[src/sv/ctc_pkg.sv]
// shared constants and types for the currency text to cents converter
package ctc_pkg;

    localparam int MAX_LENGTH_DEF = 32;

    localparam int CHAR_W   = 8;
    localparam int DIGIT_W  = 4;
    localparam int WHOLE_W  = 54;
    localparam int MAG_W    = 60;
    localparam int CENTS_W  = 61;
    localparam int FRAC_W   = 7;
    localparam int FCNT_W   = 2;

    localparam logic [CHAR_W-1:0] CHAR_DOLLAR = 8'h24;
    localparam logic [CHAR_W-1:0] CHAR_MINUS  = 8'h2D;
    localparam logic [CHAR_W-1:0] CHAR_POINT  = 8'h2E;
    localparam logic [CHAR_W-1:0] DIGIT_BASE  = 8'd48;
    localparam logic [CHAR_W-1:0] DIGIT_TOP   = 8'd57;

    localparam logic [FCNT_W-1:0] FRAC_DIGITS = 2'd2;
    localparam logic [FCNT_W-1:0] FRAC_ONE    = 2'd1;

    localparam logic [WHOLE_W-1:0] MAX_WHOLE = 54'd9999999999999999;
    localparam logic [MAG_W-1:0]   MAX_CENTS = 60'd999999999999999999;

    // state captured on the last character of a string
    typedef struct packed {
        logic [WHOLE_W-1:0] whole;
        logic               over;
        logic [FRAC_W-1:0]  pending;
        logic [FCNT_W-1:0]  fcount;
        logic               point;
        logic               too_long;
        logic               sign;
    } t_snap;

    // unsigned magnitude with flags, before the sign is applied
    typedef struct packed {
        logic [MAG_W-1:0] mag;
        logic             sign;
        logic             too_long;
        logic             over;
    } t_mag;

endpackage

[src/sv/ctc_parse.sv]
// input register and per-character parse state
module ctc_parse import ctc_pkg::*; #(
    parameter int MAX_LENGTH = MAX_LENGTH_DEF
) (
    input  logic              i_clk,
    input  logic              i_rst_n,
    input  logic              i_valid,
    output logic              o_stall,
    input  logic [CHAR_W-1:0] i_char_code,
    input  logic              i_last_char,
    output logic              o_snap_valid,
    input  logic              i_snap_stall,
    output t_snap             o_snap
);

    localparam int CNT_W = $clog2(MAX_LENGTH + 1);

    logic               r_a_valid;
    logic [CHAR_W-1:0]  r_a_char;
    logic               r_a_last;

    logic [WHOLE_W-1:0] r_total, n_total;
    logic               r_total_over, n_total_over;
    logic [WHOLE_W-1:0] r_whole, n_whole;
    logic               r_over_seen, n_over_seen;
    logic [FRAC_W-1:0]  r_pending, n_pending;
    logic [FCNT_W-1:0]  r_fcount, n_fcount;
    logic               r_point, n_point;
    logic               r_sign, n_sign;
    logic               r_dollar, n_dollar;
    logic [CNT_W-1:0]   r_count, n_count;
    logic               r_len_over, n_len_over;

    logic               a_stall;
    logic               a_fire;
    logic               is_digit;
    logic [DIGIT_W-1:0] digit;
    logic [WHOLE_W+2:0] total_x10;
    logic [FRAC_W-1:0]  pending_x10;

    assign a_stall = r_a_valid && r_a_last && i_snap_stall;
    assign a_fire  = r_a_valid && !a_stall;
    assign o_stall = a_stall;

    assign is_digit = (r_a_char >= DIGIT_BASE) && (r_a_char <= DIGIT_TOP);
    assign digit    = r_a_char[DIGIT_W-1:0];

    // value times ten plus the new digit
    assign total_x10 = {r_total, 3'b000} + {2'b00, r_total, 1'b0}
                     + {{(WHOLE_W-1){1'b0}}, digit};
    assign pending_x10 = FRAC_W'({r_pending, 3'b000} + {2'b00, r_pending, 1'b0}
                       + {{(FRAC_W-1){1'b0}}, digit});

    always_comb begin
        n_total      = r_total;
        n_total_over = r_total_over;
        n_whole      = r_whole;
        n_over_seen  = r_over_seen;
        n_pending    = r_pending;
        n_fcount     = r_fcount;
        n_point      = r_point;
        n_sign       = r_sign;
        n_dollar     = r_dollar;
        n_count      = r_count;
        n_len_over   = r_len_over;

        if (r_count >= CNT_W'(MAX_LENGTH)) begin
            n_len_over = 1'b1;
        end else begin
            n_count = r_count + CNT_W'(1);
        end

        case (r_a_char)
            CHAR_POINT: begin
                n_whole     = r_total;
                n_over_seen = r_total_over;
                n_pending   = '0;
                n_fcount    = '0;
                n_point     = 1'b1;
            end
            CHAR_DOLLAR: begin
                n_dollar = 1'b1;
            end
            CHAR_MINUS: begin
                if (!r_dollar) begin
                    n_sign = !r_sign;
                end
            end
            default: begin
                if (is_digit) begin
                    if (!r_total_over) begin
                        if (total_x10 > {3'b000, MAX_WHOLE}) begin
                            n_total_over = 1'b1;
                        end else begin
                            n_total = total_x10[WHOLE_W-1:0];
                        end
                    end
                    if (r_point && (r_fcount < FRAC_DIGITS)) begin
                        n_pending = pending_x10;
                        n_fcount  = r_fcount + FCNT_W'(1);
                    end
                end
            end
        endcase
    end

    always_comb begin
        o_snap_valid    = r_a_valid && r_a_last;
        o_snap.whole    = n_point ? n_whole : n_total;
        o_snap.over     = n_point ? n_over_seen : n_total_over;
        o_snap.pending  = n_pending;
        o_snap.fcount   = n_fcount;
        o_snap.point    = n_point;
        o_snap.too_long = n_len_over;
        o_snap.sign     = n_sign;
    end

    always_ff @(posedge i_clk) begin
        if (!i_rst_n) begin
            r_a_valid <= 1'b0;
        end else if (!a_stall) begin
            r_a_valid <= i_valid;
        end
    end

    always_ff @(posedge i_clk) begin
        if (!a_stall && i_valid) begin
            r_a_char <= i_char_code;
            r_a_last <= i_last_char;
        end
    end

    always_ff @(posedge i_clk) begin
        if (!i_rst_n || (a_fire && r_a_last)) begin
            r_total      <= '0;
            r_total_over <= 1'b0;
            r_whole      <= '0;
            r_over_seen  <= 1'b0;
            r_pending    <= '0;
            r_fcount     <= '0;
            r_point      <= 1'b0;
            r_sign       <= 1'b0;
            r_dollar     <= 1'b0;
            r_count      <= '0;
            r_len_over   <= 1'b0;
        end else if (a_fire) begin
            r_total      <= n_total;
            r_total_over <= n_total_over;
            r_whole      <= n_whole;
            r_over_seen  <= n_over_seen;
            r_pending    <= n_pending;
            r_fcount     <= n_fcount;
            r_point      <= n_point;
            r_sign       <= n_sign;
            r_dollar     <= n_dollar;
            r_count      <= n_count;
            r_len_over   <= n_len_over;
        end
    end

    // a string's last character leaves clean state for the next string
    assert property (@(posedge i_clk) disable iff (!i_rst_n)
        a_fire && r_a_last |=> (r_count == '0) && !r_point && !r_sign && !r_total_over)
        else $error("parse state not cleared after last character");

endmodule

[src/sv/ctc_scale.sv]
// snapshot register and cents magnitude
module ctc_scale import ctc_pkg::*; (
    input  logic  i_clk,
    input  logic  i_rst_n,
    input  logic  i_snap_valid,
    output logic  o_snap_stall,
    input  t_snap i_snap,
    output logic  o_mag_valid,
    input  logic  i_mag_stall,
    output t_mag  o_mag
);

    logic              r_s_valid;
    t_snap             r_s;
    logic [FRAC_W-1:0] frac;
    logic [MAG_W-1:0]  whole_x100;

    assign o_snap_stall = r_s_valid && i_mag_stall;
    assign o_mag_valid  = r_s_valid;

    always_comb begin
        if (!r_s.point) begin
            frac = '0;
        end else if (r_s.fcount == FRAC_ONE) begin
            frac = FRAC_W'({r_s.pending, 3'b000} + {2'b00, r_s.pending, 1'b0});
        end else begin
            frac = r_s.pending;
        end
    end

    // times 100 as 64 + 32 + 4
    assign whole_x100 = {r_s.whole, 6'b0} + {1'b0, r_s.whole, 5'b0}
                      + {4'b0, r_s.whole, 2'b0} + {{(MAG_W-FRAC_W){1'b0}}, frac};

    always_comb begin
        o_mag.sign     = r_s.sign;
        o_mag.too_long = r_s.too_long;
        o_mag.over     = !r_s.too_long && r_s.over;
        if (r_s.too_long) begin
            o_mag.mag = '0;
        end else if (r_s.over) begin
            o_mag.mag = MAX_CENTS;
        end else begin
            o_mag.mag = whole_x100;
        end
    end

    always_ff @(posedge i_clk) begin
        if (!i_rst_n) begin
            r_s_valid <= 1'b0;
        end else if (!o_snap_stall) begin
            r_s_valid <= i_snap_valid;
        end
    end

    always_ff @(posedge i_clk) begin
        if (!o_snap_stall && i_snap_valid) begin
            r_s <= i_snap;
        end
    end

    assert property (@(posedge i_clk) disable iff (!i_rst_n)
        r_s_valid |-> o_mag.mag <= MAX_CENTS)
        else $error("cents magnitude beyond saturation limit");

endmodule

[src/sv/ctc_sign.sv]
// magnitude register and two's complement sign
module ctc_sign import ctc_pkg::*; (
    input  logic               i_clk,
    input  logic               i_rst_n,
    input  logic               i_mag_valid,
    output logic               o_mag_stall,
    input  t_mag               i_mag,
    output logic               o_res_valid,
    input  logic               i_res_stall,
    output logic [CENTS_W-1:0] o_cents,
    output logic               o_too_long,
    output logic               o_overflowed
);

    logic r_m_valid;
    t_mag r_m;

    assign o_mag_stall  = r_m_valid && i_res_stall;
    assign o_res_valid  = r_m_valid;
    assign o_cents      = r_m.sign ? (CENTS_W'(0) - {1'b0, r_m.mag}) : {1'b0, r_m.mag};
    assign o_too_long   = r_m.too_long;
    assign o_overflowed = r_m.over;

    always_ff @(posedge i_clk) begin
        if (!i_rst_n) begin
            r_m_valid <= 1'b0;
        end else if (!o_mag_stall) begin
            r_m_valid <= i_mag_valid;
        end
    end

    always_ff @(posedge i_clk) begin
        if (!o_mag_stall && i_mag_valid) begin
            r_m <= i_mag;
        end
    end

endmodule

[src/sv/currency_text_to_cents.sv]
// top level of the money string to signed cents converter
//
// takes one ascii character per word and returns one word on the character
// flagged last: the amount in signed cents (61 bits, two's complement), a
// too_long flag and an overflowed flag. digits before the last '.' are the
// whole part; the first two digits after it are cents, further ones are
// dropped; a later '.' folds all digits after the earlier '.' into the whole
// part; each '-' before the first '$' flips the sign; anything else is
// skipped. strings longer than MAX_LENGTH give zero with too_long set, and a
// whole part above 9999999999999999 saturates cents to +-999999999999999999
// with overflowed set. one character is taken every cycle with no gaps
// between strings while o_stall is low; the figure is set by the parse
// step (times ten, add and compare against the limit) between the input
// register and the state. the result word passes from the input register
// through the snapshot and magnitude registers to the output register;
// a stalled output word holds a stage only while the stage ahead of it
// is full, so the input stalls once four last characters wait in the pipe
module currency_text_to_cents import ctc_pkg::*; #(
    parameter int MAX_LENGTH = MAX_LENGTH_DEF
) (
    input  logic               i_clk,
    input  logic               i_rst_n,
    input  logic               i_valid,
    output logic               o_stall,
    input  logic [CHAR_W-1:0]  i_char_code,
    input  logic               i_last_char,
    output logic               o_valid,
    input  logic               i_stall,
    output logic [CENTS_W-1:0] o_cents,
    output logic               o_too_long,
    output logic               o_overflowed
);

    // snapshot of the parse state on a last character
    logic               snap_valid;
    logic               snap_stall;
    t_snap              snap;

    // unsigned magnitude and flags
    logic               mag_valid;
    logic               mag_stall;
    t_mag               mag;

    // signed result ahead of the output register
    logic               res_valid;
    logic               res_stall;
    logic [CENTS_W-1:0] res_cents;
    logic               res_too_long;
    logic               res_over;

    // output register
    logic               r_o_valid;
    logic [CENTS_W-1:0] r_cents;
    logic               r_too_long;
    logic               r_over;

    ctc_parse #(
        .MAX_LENGTH (MAX_LENGTH)
    ) u_parse (
        .i_clk        (i_clk),
        .i_rst_n      (i_rst_n),
        .i_valid      (i_valid),
        .o_stall      (o_stall),
        .i_char_code  (i_char_code),
        .i_last_char  (i_last_char),
        .o_snap_valid (snap_valid),
        .i_snap_stall (snap_stall),
        .o_snap       (snap)
    );

    ctc_scale u_scale (
        .i_clk        (i_clk),
        .i_rst_n      (i_rst_n),
        .i_snap_valid (snap_valid),
        .o_snap_stall (snap_stall),
        .i_snap       (snap),
        .o_mag_valid  (mag_valid),
        .i_mag_stall  (mag_stall),
        .o_mag        (mag)
    );

    ctc_sign u_sign (
        .i_clk        (i_clk),
        .i_rst_n      (i_rst_n),
        .i_mag_valid  (mag_valid),
        .o_mag_stall  (mag_stall),
        .i_mag        (mag),
        .o_res_valid  (res_valid),
        .i_res_stall  (res_stall),
        .o_cents      (res_cents),
        .o_too_long   (res_too_long),
        .o_overflowed (res_over)
    );

    // output word holds while the consumer stalls
    assign res_stall = r_o_valid && i_stall;

    always_ff @(posedge i_clk) begin
        if (!i_rst_n) begin
            r_o_valid <= 1'b0;
        end else if (!res_stall) begin
            r_o_valid <= res_valid;
        end
    end

    always_ff @(posedge i_clk) begin
        if (!res_stall && res_valid) begin
            r_cents    <= res_cents;
            r_too_long <= res_too_long;
            r_over     <= res_over;
        end
    end

    assign o_valid      = r_o_valid;
    assign o_cents      = r_cents;
    assign o_too_long   = r_too_long;
    assign o_overflowed = r_over;

    // an over-length string reports zero and no overflow
    assert property (@(posedge i_clk) disable iff (!i_rst_n)
        o_valid && o_too_long |-> (o_cents == '0) && !o_overflowed)
        else $error("too_long word carries nonzero cents or overflow");

    // overflow always reports the saturated magnitude
    assert property (@(posedge i_clk) disable iff (!i_rst_n)
        o_valid && o_overflowed |->
            (o_cents == CENTS_W'(MAX_CENTS)) ||
            (o_cents == (CENTS_W'(0) - CENTS_W'(MAX_CENTS))))
        else $error("overflowed word not saturated");

endmodule
[config.mk]
export PLATFORM = sky130hd
export DESIGN_NAME = currency_text_to_cents
export DESIGN_NICKNAME = d
export VERILOG_FILES = /design/src/sv/ctc_pkg.sv /design/src/sv/ctc_parse.sv /design/src/sv/ctc_scale.sv /design/src/sv/ctc_sign.sv /design/src/sv/currency_text_to_cents.sv
export SDC_FILE = /design/constraint.sdc
export NUM_CORES = 1
export LEC_CHECK = 0
export ABC_AREA = 1
export BUFFER_PORTS_ARGS = -buffer_cell sky130_fd_sc_hd__buf_2
export CAP_MARGIN = 10
export CORE_MARGIN = 4
export CORE_UTILIZATION = 38
export DETAILED_ROUTE_END_ITERATION = 8
export HOLD_SLACK_MARGIN = 0.03
export SETUP_SLACK_MARGIN = 0.4
export SYNTH_ARGS = -nofsm -noshare
export SYNTH_HDL_FRONTEND = slang
export SYNTH_HIERARCHICAL = 1
export SYNTH_SLANG_ARGS = --single-unit
[constraint.sdc]
create_clock -name i_clk -period 12.24 [get_ports i_clk]
set_clock_uncertainty 0.15 [all_clocks]
set_input_delay 2.448 -clock i_clk [delete_from_list [all_inputs] [get_ports i_clk]]
set_output_delay 2.448 -clock i_clk [all_outputs]
set_load 0.05 [all_outputs]
==> Yosys cells after proc, flatten, opt, wreduce, memory -nomap -nowiden <==
Cells that the tools add are included.
{ "word_totals": {"register_bits": 335, "input_bits": 13, "output_inout_bits": 65, "elab_cells": 107} }
{ "classes": {"add_sub_neg": 11, "order_cmp": 5, "n_eq_ne": 4, "muxes": 26, "n_bitwise": 1, "n_reduce_logical": 27} }
{ "op_table": {"columns": ["cell", "count"], "rows": [
  ["54-bit 2-to-1 mux", 6],
  ["60-bit 2-to-1 mux", 2],
  ["1-bit by 60-bit subtractor with 61-bit output, first input constant", 1],
  ["60-bit by 56-bit adder with 60-bit output", 1],
  ["60-bit by 59-bit adder with 60-bit output", 1],
  ["60-bit by 7-bit adder with 60-bit output", 1],
  ["57-bit by 4-bit adder with 57-bit output", 1],
  ["57-bit by 55-bit adder with 57-bit output", 1],
  ["57-bit by 54-bit greater-than comparator with 1-bit output, second input constant", 1],
  ["7-bit 2-to-1 mux", 4],
  ["8-bit by 6-bit == test with 1-bit output, second input constant", 3],
  ["7-bit adder", 2],
  ["1-bit logical AND", 14],
  ["7-bit case mux with 2 select lines", 1],
  ["1-bit 2-to-1 mux", 10],
  ["8-bit by 6-bit >= comparator with 1-bit output, second input constant", 1],
  ["8-bit by 6-bit less-or-equal comparator with 1-bit output, second input constant", 1],
  ["7-bit by 4-bit adder with 7-bit output", 1],
  ["1-bit zero test", 7],
  ["6-bit by 1-bit adder with 6-bit output, second input constant", 1],
  ["6-bit >= comparator, second input constant", 1],
  ["2-bit 2-to-1 mux", 2],
  ["2-bit case mux with 2 select lines", 1],
  ["2-bit AND reduction", 2],
  ["7 further kinds", 8]
]} }

==> Logic depth before layout (Yosys ltp) <==
Gate-level depths: netlist (run 1).
{ "depth": {"word_depth": 8, "mapped_depth": 30, "mapped_depth_nobuf": 29} }

==> Modules after synthesis <==
Netlist (run 1), hierarchy kept.
{ "modules_own_cells": {"columns": ["module", "instances", "cells_per_inst", "area_per_inst_um2"], "rows": [
  ["ctc_parse", 1, 2591, 14451.4],
  ["ctc_scale", 1, 1405, 9685.5],
  ["ctc_sign", 1, 515, 4030.1],
  ["currency_text_to_cents", 1, 70, 1944.4]
]} }

==> Worst setup path before layout (run 1) <==
Ideal clock, no wire load.
{ "synth_timing": {"path_type": "in2reg", "start": "input i_stall", "end": "register, netlist name u_scale/o_mag[1]", "arrival_time_ps": 5611, "t_required_ps": 11596, "path_slack_ps": 5985, "cell_stages": 7, "path_buffers": 0, "cell_sequence": "nand2_2 > inv_2 > nand2_1 > inv_1 > nand2_1 > inv_1 > nor2_1"} }
{ "synth_via": {"elab_chain_len": 5} }
{ "synth_rtl": {"columns": ["element", "line_no", "rtl"], "rows": [
  ["start, declared", "currency_text_to_cents.sv:28", "input logic i_stall,"],
  ["1-bit logical AND", "currency_text_to_cents.sv:96", "assign res_stall = r_o_valid && i_stall;"],
  ["named net res_stall", "currency_text_to_cents.sv:46", "logic res_stall;"],
  ["1-bit logical AND", "ctc_sign.sv:18", "assign o_mag_stall = r_m_valid && i_res_stall;"],
  ["named net mag_stall", "currency_text_to_cents.sv:41", "logic mag_stall;"],
  ["1-bit logical AND", "ctc_scale.sv:18", "assign o_snap_stall = r_s_valid && i_mag_stall;"],
  ["named net snap_stall", "currency_text_to_cents.sv:36", "logic snap_stall;"],
  ["1-bit zero test", null, null],
  ["1-bit logical AND", "ctc_scale.sv:57", "if (!o_snap_stall && i_snap_valid) begin"]
]} }
The timed path passes the listed nets, and every way through them passes these cells.
A chain may end at the register's enable or synchronous reset.

==> Worst setup path in the final report (run 1) <==
{ "layout_timing": {"start": "input i_stall", "end": "register u_parse.r_total[43]"} }
{ "layout_via": {"elab_chain_len": 8} }
{ "layout_rtl": {"columns": ["element", "line_no", "rtl"], "rows": [
  ["1-bit logical AND (*)", "currency_text_to_cents.sv:96", null],
  ["named net res_stall", "currency_text_to_cents.sv:46", null],
  ["1-bit logical AND (*)", "ctc_sign.sv:18", null],
  ["named net mag_stall", "currency_text_to_cents.sv:41", null],
  ["1-bit logical AND (*)", "ctc_scale.sv:18", null],
  ["named net snap_stall", "currency_text_to_cents.sv:36", null],
  ["1-bit logical AND (*)", "ctc_parse.sv:41", "assign a_stall = r_a_valid && r_a_last && i_snap_stall;"],
  ["1-bit zero test (*)", "ctc_parse.sv:42", "assign a_fire = r_a_valid && !a_stall;"],
  ["1-bit logical AND (*)", "ctc_parse.sv:42", null],
  ["1-bit logical AND", "ctc_parse.sv:134", "if (!i_rst_n || (a_fire && r_a_last)) begin"],
  ["1-bit logical OR", "ctc_parse.sv:134", null],
  ["end signal, assigned", "ctc_parse.sv:147", "r_total <= n_total;"],
  ["end, declared", "ctc_parse.sv:22", "logic [WHOLE_W-1:0] r_total, n_total;"]
]} }
The timed path passes the listed nets; every way through them passes the cells marked *.

==> load_flow_metrics.sql, run 1 <==
INSERT INTO impl_metrics (metric_group, metric, value, unit) VALUES
('run_status', 'run_status', 'finished, final reports clean', ''),
('sta', 'timing.final.max_slew_violations', '0', ''),
('clock_tree', 'clock_tree.buffer_depth', '3', ''),
('run', 'cap_violations', '0', ''),
('drt', 'remaining_drc_errors', '0', ''),
('sta', 'setup_viol', '0', ''),
('synth', 'synth.area.top_cells', 'sky130_fd_sc_hd__edfxtp_1 (20%), sky130_fd_sc_hd__nand2_1 (18%), sky130_fd_sc_hd__inv_1 (10%)', ''),
('synth', 'share_of_yosys_cell_area_claimed_by_the_top_area_cell_type', '20.1', '%'),
('critical_path', 'worst_path_dominant_cell_family', 'buffers and inverters', ''),
('synth', 'netlist.top_cell.by_area', 'sky130_fd_sc_hd__edfxtp_1', ''),
('floorplanning', 'design.die.area', '0.0838', 'mm²'),
('worst_hold_path', 'worst_case_hold_path_end_point', 'o_overflowed', ''),
('power', 'vdd.ir_drop.worst', '0.0000683', 'V'),
('power', 'cellLeakagePower', '16.8', 'nW'),
('synth', 'synth_fp_nets', '4889', ''),
('sta', 'fmaxAchievable', '0.161', 'GHz'),
('synth', 'synth_sequential_area_ratio', '29.0', '%'),
('sta', 'fin_crit', '6.21', 'ns'),
('global_route', 'groute.layer.met2.usage', '35.2', '%'),
('drt', 'vias', '27744', ''),
('critical_path', 'crit_chain', 'buf_2 -> nand2_2 -> inv_2 -> nand2_1 -> inv_1 -> nand2_1 -> inv_1 -> nand2_1 -> nand2_2 -> inv_2 -> buf_4 -> a21oi_1 -> clkinv_2 -> buf_4 -> a21oi_1 -> nand2_1 -> inv_1', ''),
('power', 'fin_total_pwr', '3.17', 'mW'),
('critical_path', 'crit_fanout', '83', ''),
('synth', 'synthesized_flop_and_latch_total', '335', ''),
('sta', 'hold_viol', '0', ''),
('clock_tree', 'postCtsSetupRepairBufs', '0', ''),
('power', 'power.switching', '1.06', 'mW'),
('critical_path', 'worst_r2r_path_depth', '26', ''),
('clock_tree', 'cts_inserted_buffers', '37', ''),
('floorplanning', 'coreArea', '0.0780', 'mm²'),
('final_layout', 'antennaDiodeCount', '0', ''),
('clock_tree', 'cts.repair.resized', '0', ''),
('drt', 'detail_route.wirelength', '87.8', 'mm'),
('final_layout', 'final_layout_size_suffix_gt1_share', '6.61', '%'),
('critical_path', 'setup.worst_path.class', 'primary input to register', ''),
('final_layout', 'final_nets', '4907', ''),
('drt', 'number_of_vias_per_cell_after_detailed_routing', '4.89', ''),
('synth', 'syn_area_per_cell', '6.57', 'µm²'),
('clock_tree', 'cts_hold_repair.buffers', '0', ''),
('power', 'pwr-share-comb', '24.7', '%'),
('synth', 'yosys_warnings', '6', ''),
('floorplanning', 'fp.dieH', '289', 'µm'),
('power', 'power.share.switching', '33.5', '%'),
('global_route', 'grt.total_usage', '20.8', '%'),
('drt', 'first_pass_iters', '7', ''),
('placement', 'globalplace.congestion', '0.953', ''),
('global_route', 'first_global_vias', '25921', ''),
('clock_tree', 'clock_root_buffer', 'sky130_fd_sc_hd__clkbuf_16', ''),
('synth', 'synthCells', '4581', ''),
('critical_path', 'worst_ep_required_time', '12.55', 'ns'),
('critical_path', 'cp-end-kind', 'register', ''),
('sta', 'worst-slew-pin-transition', '1.07', 'ns'),
('global_route', 'grt_util_met3', '1.65', '%'),
('critical_path', 'cp_slowest_cell', 'sky130_fd_sc_hd__buf_4', ''),
('worst_hold_path', 'timing.hold.worst.class', 'register to register', ''),
('final_layout', 'layout.filler_cells', '8390', ''),
('critical_path', 'path_common_cell', 'sky130_fd_sc_hd__nand2_1', ''),
('synth', 'async_reset_ff_share', '0', '%'),
('drt', 'detail_route.iter0.violations', '1781', ''),
('sta', 'max-slew-margin-rel', '28.8', '%'),
('global_route', 'total_grt_overflow', '0', ''),
('critical_path', 'critical_path.startpoint', 'i_stall', ''),
('critical_path', 'rr_endpoint', 'u_scale/r_s[61]', ''),
('critical_path', 'timing.critical_path.from_type', 'primary input', ''),
('sta', 'final.period_utilization', '50.8', '%'),
('clock_tree', 'cts_tree', 'built', ''),
('power', 'power-per-cell-area', '97.1', 'mW/mm²'),
('synth', 'post_synth_num_cell_types', '52', ''),
('placement', 'hpwlAfterDp', '70.8', 'mm'),
('synth', 'ys.flop_type', 'sky130_fd_sc_hd__edfxtp_1', ''),
('global_route', 'grt_first_pass_wirelength', '138', 'mm');
[power by group through the flow]
stage               clock network [mW]  registers, mW  logic [mW]
CTS                               1.15           1.27       0.780
global route                      1.20           1.28       0.888
finish                            1.12           1.27       0.783
floorplan                            0           1.29       0.565
global placement                     0           1.30       0.773
detailed placement                   0           1.30       0.775
[worst register-to-register path, cell delays in order (launching register included)]
cell and delay (ns):
sky130_fd_sc_hd__edfxtp_1 0.44, sky130_fd_sc_hd__inv_1 0.13, sky130_fd_sc_hd__fa_1 0.54, sky130_fd_sc_hd__fa_1 0.50, sky130_fd_sc_hd__inv_1 0.16, sky130_fd_sc_hd__nand3_1 0.10
sky130_fd_sc_hd__nand2_2 0.16, sky130_fd_sc_hd__nand2_1 0.08, sky130_fd_sc_hd__nand2_2 0.13, sky130_fd_sc_hd__nand2_1 0.08, sky130_fd_sc_hd__nand2_1 0.16, sky130_fd_sc_hd__nand2_1 0.17
sky130_fd_sc_hd__nand3_1 0.13, sky130_fd_sc_hd__nand2_1 0.06, sky130_fd_sc_hd__nand2_1 0.16, sky130_fd_sc_hd__nand2_1 0.07, sky130_fd_sc_hd__nor2_1 0.11, sky130_fd_sc_hd__nand2_1 0.09
sky130_fd_sc_hd__nor2_1 0.14, sky130_fd_sc_hd__nand2_1 0.08, sky130_fd_sc_hd__nand3_2 0.16, sky130_fd_sc_hd__nand2_2 0.10, sky130_fd_sc_hd__nand2_2 0.48, sky130_fd_sc_hd__buf_4 0.68
sky130_fd_sc_hd__nand2_1 0.17, sky130_fd_sc_hd__nand3_1 0.10, sky130_fd_sc_hd__o21ai_1 0.15
[worst max-delay path by stage]
stage | cells past startpoint | endpoint
floorplan | 7 | u_scale/o_mag[1]
global placement | 17 | u_parse/r_total[46]
detailed placement | 17 | u_parse/r_total[43]
CTS | 10 | o_stall
global route | 15 | u_parse/r_whole[31]
finish | 17 | u_parse/r_total[43]
[per-layer routing]
layer / vias up / wire, µm
met4: 0 / 3630
met3: 165 / 3370
met1: 12472 / 40600
met2: 603 / 40200
li1: 14504 / -
met5: - / 0
[flip-flops by register name (all words and copies together), names as in the netlist, 6 cells and up]
signal / flops
u_parse/r_a_char: 8
u_scale/r_s: 65
u_parse/r_pending: 7
u_parse/r_total: 54
u_parse/r_count: 6
u_parse/r_whole: 54
u_sign/r_m: 61
o_cents: 61
[cell type report]
type                    instances  area (µm²)  share of cell area (%)
well taps                    1040        1300                    3.98
clock buffers                  44         962                    2.95
flip-flops and latches        335        8730                    26.7
inverters                     854        3210                    9.82
multi-input cells            3278       17700                    54.2
repair buffers                 93         505                    1.55
clock inverters                24         258                   0.789
[stage by stage]
step / std cells / setup slack [ns] / utilization (%) / area [µm²] / hold slack [ns]
final: 5668 / 6.03 / 41.9 / 32700 / 0.268
after floorplan: 4581 / 5.99 / - / 30100 / 0.250
after global placement: 5600 / 5.65 / 40.3 / 31400 / 0.262
after global routing: 5668 / 5.76 / 41.9 / 32700 / 0.286
after CTS: 5668 / 6.14 / 41.9 / 32700 / 0.274
after detailed placement: 5600 / 5.60 / 40.3 / 31400 / 0.257
[logic make-up after synthesis]
group           count (synthesis)  synth area share (%)
xor+xnor                       58                  1.69
buf+inv                       968                  12.4
compound gates                449                  8.60
flops                         335                  29.0
simple gates                 2476                  34.7
fa+ha+maj                     295                  13.7
[synth_stat cells (46+ instances only)]
library cell and count:
sky130_fd_sc_hd__a211oi_1 55, sky130_fd_sc_hd__a21oi_1 176, sky130_fd_sc_hd__clkbuf_1 77, sky130_fd_sc_hd__dfxtp_1 133
sky130_fd_sc_hd__edfxtp_1 202, sky130_fd_sc_hd__fa_1 58, sky130_fd_sc_hd__ha_1 237, sky130_fd_sc_hd__inv_1 816
sky130_fd_sc_hd__nand2_1 1453, sky130_fd_sc_hd__nand3_1 377, sky130_fd_sc_hd__nand4_1 46, sky130_fd_sc_hd__nor2_1 442
sky130_fd_sc_hd__o21ai_0 109, sky130_fd_sc_hd__o21ai_1 46
[cells in the final DEF, fill, tap and decap left out, types with 5 or more instances in the layout]
cell type,instances
sky130_fd_sc_hd__xor2_1,36
sky130_fd_sc_hd__nor2_2,31
sky130_fd_sc_hd__clkinv_1,8
sky130_fd_sc_hd__nand3_1,377
sky130_fd_sc_hd__ha_1,237
sky130_fd_sc_hd__o21bai_2,5
sky130_fd_sc_hd__o21ai_0,109
sky130_fd_sc_hd__nand3_2,13
sky130_fd_sc_hd__fa_1,58
sky130_fd_sc_hd__o21a_1,7
sky130_fd_sc_hd__nand2_2,32
sky130_fd_sc_hd__edfxtp_1,202
sky130_fd_sc_hd__o211ai_1,16
sky130_fd_sc_hd__xnor2_1,22
sky130_fd_sc_hd__nand4_1,46
sky130_fd_sc_hd__nand2_1,1450
sky130_fd_sc_hd__nor2_1,439
sky130_fd_sc_hd__o21ai_1,46
sky130_fd_sc_hd__inv_1,814
sky130_fd_sc_hd__o21bai_1,9
sky130_fd_sc_hd__a211oi_1,55
sky130_fd_sc_hd__nor2_4,16
sky130_fd_sc_hd__nor3_1,25
sky130_fd_sc_hd__clkbuf_16,37
sky130_fd_sc_hd__nand3b_1,17
sky130_fd_sc_hd__and2_1,5
sky130_fd_sc_hd__dfxtp_1,133
sky130_fd_sc_hd__a21o_1,5
sky130_fd_sc_hd__inv_2,34
sky130_fd_sc_hd__buf_2,77
sky130_fd_sc_hd__nor3_2,6
sky130_fd_sc_hd__clkinv_2,9
sky130_fd_sc_hd__nor4_1,5
sky130_fd_sc_hd__clkbuf_1,6
sky130_fd_sc_hd__buf_4,16
sky130_fd_sc_hd__a21oi_1,176
Note: power is estimated with default switching activity, not from simulation.
==> run 2: changes to the inputs <==
==> constraint.sdc (replaced) <==
create_clock -name i_clk -period 6 [get_ports i_clk]
set_clock_uncertainty 0.15 [all_clocks]
set_input_delay 1.2 -clock i_clk [delete_from_list [all_inputs] [get_ports i_clk]]
set_output_delay 1.2 -clock i_clk [all_outputs]
set_load 0.05 [all_outputs]
==> load_flow_metrics.sql, run 2 (same netlist as run 1, synthesis figures left out) <==
INSERT INTO impl_metrics (metric_group, metric, value, unit) VALUES
('run_status', 'run_status', 'finished, final reports clean', ''),
('clock_tree', 'clock_tree.buffer_depth', '3', ''),
('power', 'p_seq_share', '39.9', '%'),
('critical_path', 'setup.worst_path.class', 'register to register', ''),
('drt', 'detail_route.iter0.violations', '1769', ''),
('placement', 'hpwlAfterDp', '70.8', 'mm'),
('worst_hold_path', 'worst_hold_startpoint', 'u_sign/o_overflowed', ''),
('final_layout', 'regMostFlops', 'u_scale/r_s', ''),
('power', 'cellInternalPower', '4.32', 'mW'),
('power', 'power.switching', '2.18', 'mW'),
('clock_tree', 'clock_root_buffer', 'sky130_fd_sc_hd__clkbuf_16', ''),
('global_route', 'grt_first_pass_wirelength', '141', 'mm'),
('clock_tree', 'cts.repair.resized', '0', ''),
('sta', 'worst-slew-pin-transition', '1.10', 'ns'),
('global_route', 'total_grt_overflow', '0', ''),
('sta', 'hold_viol', '0', ''),
('worst_hold_path', 'timing.hold.worst.class', 'register to register', ''),
('floorplanning', 'boundary_pins', '78', ''),
('power', 'power.share.switching', '33.6', '%'),
('worst_hold_path', 'worst_case_hold_path_end_point', 'o_overflowed', ''),
('final_layout', 'layout.filler_cells', '8281', ''),
('sta', 'max-slew-margin-rel', '26.6', '%'),
('final_layout', 'antennaDiodeCount', '0', ''),
('final_layout', 'layout.cells.most_common_list', 'sky130_fd_sc_hd__nand2_1 (1450), sky130_fd_sc_hd__inv_1 (814), sky130_fd_sc_hd__nor2_1 (439)', ''),
('worst_hold_path', 'worst_hold_path.num_cells', '0', ''),
('final_layout', 'final_common_cell', 'sky130_fd_sc_hd__nand2_1', ''),
('floorplanning', 'cell_row_count', '102', ''),
('floorplanning', 'initial_core_util', '38.6', '%'),
('clock_tree', 'cts.clk_slew.worst_paths', '0.08', 'ns'),
('sta', 'setup_viol', '0', ''),
('global_route', 'grt.total_usage', '21.2', '%'),
('clock_tree', 'postCtsSetupRepairBufs', '0', ''),
('critical_path', 'timing.reg2reg.setup_slack', '0.95', 'ns'),
('final_layout', 'area_growth', '8.82', '%'),
('critical_path', 'critical_path.startpoint', 'u_parse/r_a_char[2]', ''),
('floorplanning', 'fp.dieH', '289', 'µm'),
('global_route', 'first_global_vias', '26293', ''),
('critical_path', 'worst_r2r_path_depth', '25', ''),
('sta', 'grt_setup_unrepaired', 'no', ''),
('power', 'vdd.ir_drop.worst', '0.000178', 'V'),
('power', 'power-per-cell-area', '199', 'mW/mm²'),
('drt', 'number_of_vias_per_cell_after_detailed_routing', '4.92', ''),
('clock_tree', 'cts_hold_repair.buffers', '0', ''),
('critical_path', 'timing.critical_path.from_type', 'register', ''),
('final_layout', 'final_nets', '4915', ''),
('floorplanning', 'overall_die_width', '289', 'µm'),
('drt', 'detail_route.wirelength', '89.0', 'mm'),
('sta', 'final.period_utilization', '84.2', '%'),
('sta', 'fmaxAchievable', '0.198', 'GHz'),
('final_layout', 'utilization', '42.0', '%'),
('placement', 'globalplace.congestion', '0.952', ''),
('floorplanning', 'coreArea', '0.0780', 'mm²'),
('power', 'pwr-share-comb', '24.5', '%'),
('drt', 'first_pass_iters', '6', ''),
('sta', 'setup_tns_after_final_layout', '0', 'ns'),
('floorplanning', 'design.die.area', '0.0838', 'mm²'),
('clock_tree', 'clock_latency', '0.59', 'ns'),
('drt', 'remaining_drc_errors', '0', ''),
('power', 'clock_power_share', '35.6', '%'),
('critical_path', 'worst_ep_required_time', '6.16', 'ns'),
('placement', 'placement.io_buffers', '77', ''),
('drt', 'vias', '27895', ''),
('final_layout', 'largest_register_ff_count', '65', ''),
('critical_path', 'cp-end-kind', 'register', ''),
('run', 'cap_violations', '0', ''),
('power', 'fin_total_pwr', '6.51', 'mW'),
('sta', 'worst_hold_slack', '0.293', 'ns'),
('clock_tree', 'cts_htree_levels', '2', ''),
('critical_path', 'r2r_start', 'u_parse/r_a_char[2]', ''),
('sta', 'timing.final.max_slew_violations', '0', ''),
('drt', 'ant_nets', '0', ''),
('critical_path', 'critPathArrivalTime', '5.22', 'ns'),
('final_layout', 'post-route-cell-area', '0.0328', 'mm²'),
('sta', 'fin_crit', '5.05', 'ns'),
('drt', 'post_drt_wl_per_cell', '15.7', 'µm'),
('final_layout', 'ff_latch_area', '0.00873', 'mm²'),
('critical_path', 'crit_fanout', '54', ''),
('power', 'cellLeakagePower', '16.9', 'nW'),
('final_layout', 'multi_input_area', '0.0177', 'mm²'),
('clock_tree', 'cts_inserted_buffers', '38', ''),
('global_route', 'antenna_found_initial', '0', ''),
('clock_tree', 'cts_tree', 'built', ''),
('critical_path', 'rr_endpoint', 'u_scale/r_s[13]', ''),
('clock_tree', 'clock_sink_count', '335', ''),
('global_route', 'largest_net_degree_at_the_start_of_global_routing', '97', ''),
('final_layout', 'final_layout_size_suffix_gt1_share', '6.80', '%'),
('placement', 'detailed_place.area', '0.0315', 'mm²');
==> run 2: changes by cell type in the layout (fill, tap and decap cells not counted), sizes merged <==
cell	before	now
bufinv	3	1
clkinvlp	4	2
clkbuf	44	51
buf	93	100
clkinv	22	19
==> run 2: worst max-delay path by stage <==
| stage | end | slack, ns | depth (start not counted) |
|---|---|---|---|
| floorplan | u_scale/o_mag[1] | 0.99 | 7 |
| finish | u_scale/r_s[13] | 0.95 | 25 |
| global placement | u_scale/r_s[13] | 1.01 | 22 |
| global route | u_scale/r_s[40] | 0.48 | 22 |
| CTS | u_scale/r_s[32] | 0.95 | 22 |
| detailed placement | u_scale/r_s[32] | 0.96 | 22 |
==> run 2: cell type report <==
type | instances | share of cell area [%]
Inverter | 854 | 9.79
Timing Repair Buffer | 100 | 1.78
Multi-Input combinational cell | 3278 | 54.0
Clock buffer | 51 | 3.26
Sequential cell | 335 | 26.6
Tap cell | 1040 | 3.97
Clock inverter | 17 | 0.527
==> run 2: power groups by stage <==
| stage | Combinational (mW) | Sequential, mW | Clock, mW |
|---|---|---|---|
| detailed placement | 1.57 | 2.65 | 0 |
| global placement | 1.57 | 2.65 | 0 |
| finish | 1.59 | 2.60 | 2.32 |
| floorplan | 1.15 | 2.63 | 0 |
| global route | 1.81 | 2.61 | 2.47 |
| CTS | 1.58 | 2.60 | 2.38 |
==> run 2: per-layer routing <==
metal / vias up / wire length (µm) / track usage, %
met4: 0 / 4110 / 8.62
li1: 14500 / - / -
met1: 12542 / 40700 / 28.3
met5: - / 0 / 0
met2: 674 / 40000 / 35.3
met3: 179 / 4180 / 2.02
==> run 2: worst max-delay path: stages (launching register included) <==
cell                       delay [ns]
sky130_fd_sc_hd__edfxtp_1        0.47
sky130_fd_sc_hd__ha_1            0.32
sky130_fd_sc_hd__ha_1            0.36
sky130_fd_sc_hd__inv_1           0.10
sky130_fd_sc_hd__fa_1            0.44
sky130_fd_sc_hd__inv_1           0.16
sky130_fd_sc_hd__nand3_1         0.10
sky130_fd_sc_hd__nand2_2         0.14
sky130_fd_sc_hd__nand2_1         0.08
sky130_fd_sc_hd__nand2_1         0.17
sky130_fd_sc_hd__nand2_1         0.10
sky130_fd_sc_hd__nand2_1         0.16
sky130_fd_sc_hd__nand2_1         0.10
sky130_fd_sc_hd__nand3_1         0.08
sky130_fd_sc_hd__nand2_1         0.11
sky130_fd_sc_hd__nor2_1          0.15
sky130_fd_sc_hd__nand2_1         0.07
sky130_fd_sc_hd__nor2_1          0.14
sky130_fd_sc_hd__nand3_1         0.09
sky130_fd_sc_hd__nor2_1          0.11
sky130_fd_sc_hd__nand3_1         0.13
sky130_fd_sc_hd__nand2_2         0.14
sky130_fd_sc_hd__buf_4           0.51
sky130_fd_sc_hd__nand3_1         0.14
sky130_fd_sc_hd__nand3_1         0.12
sky130_fd_sc_hd__o21ai_0         0.07
==> run 2: metrics by stage <==
stage	instances	setup slack (ns)
floorplan	4581	0.993
finish	5675	0.945
global route	5675	0.480
CTS	5675	0.954
detailed placement	5607	0.957
global placement	5607	1.01
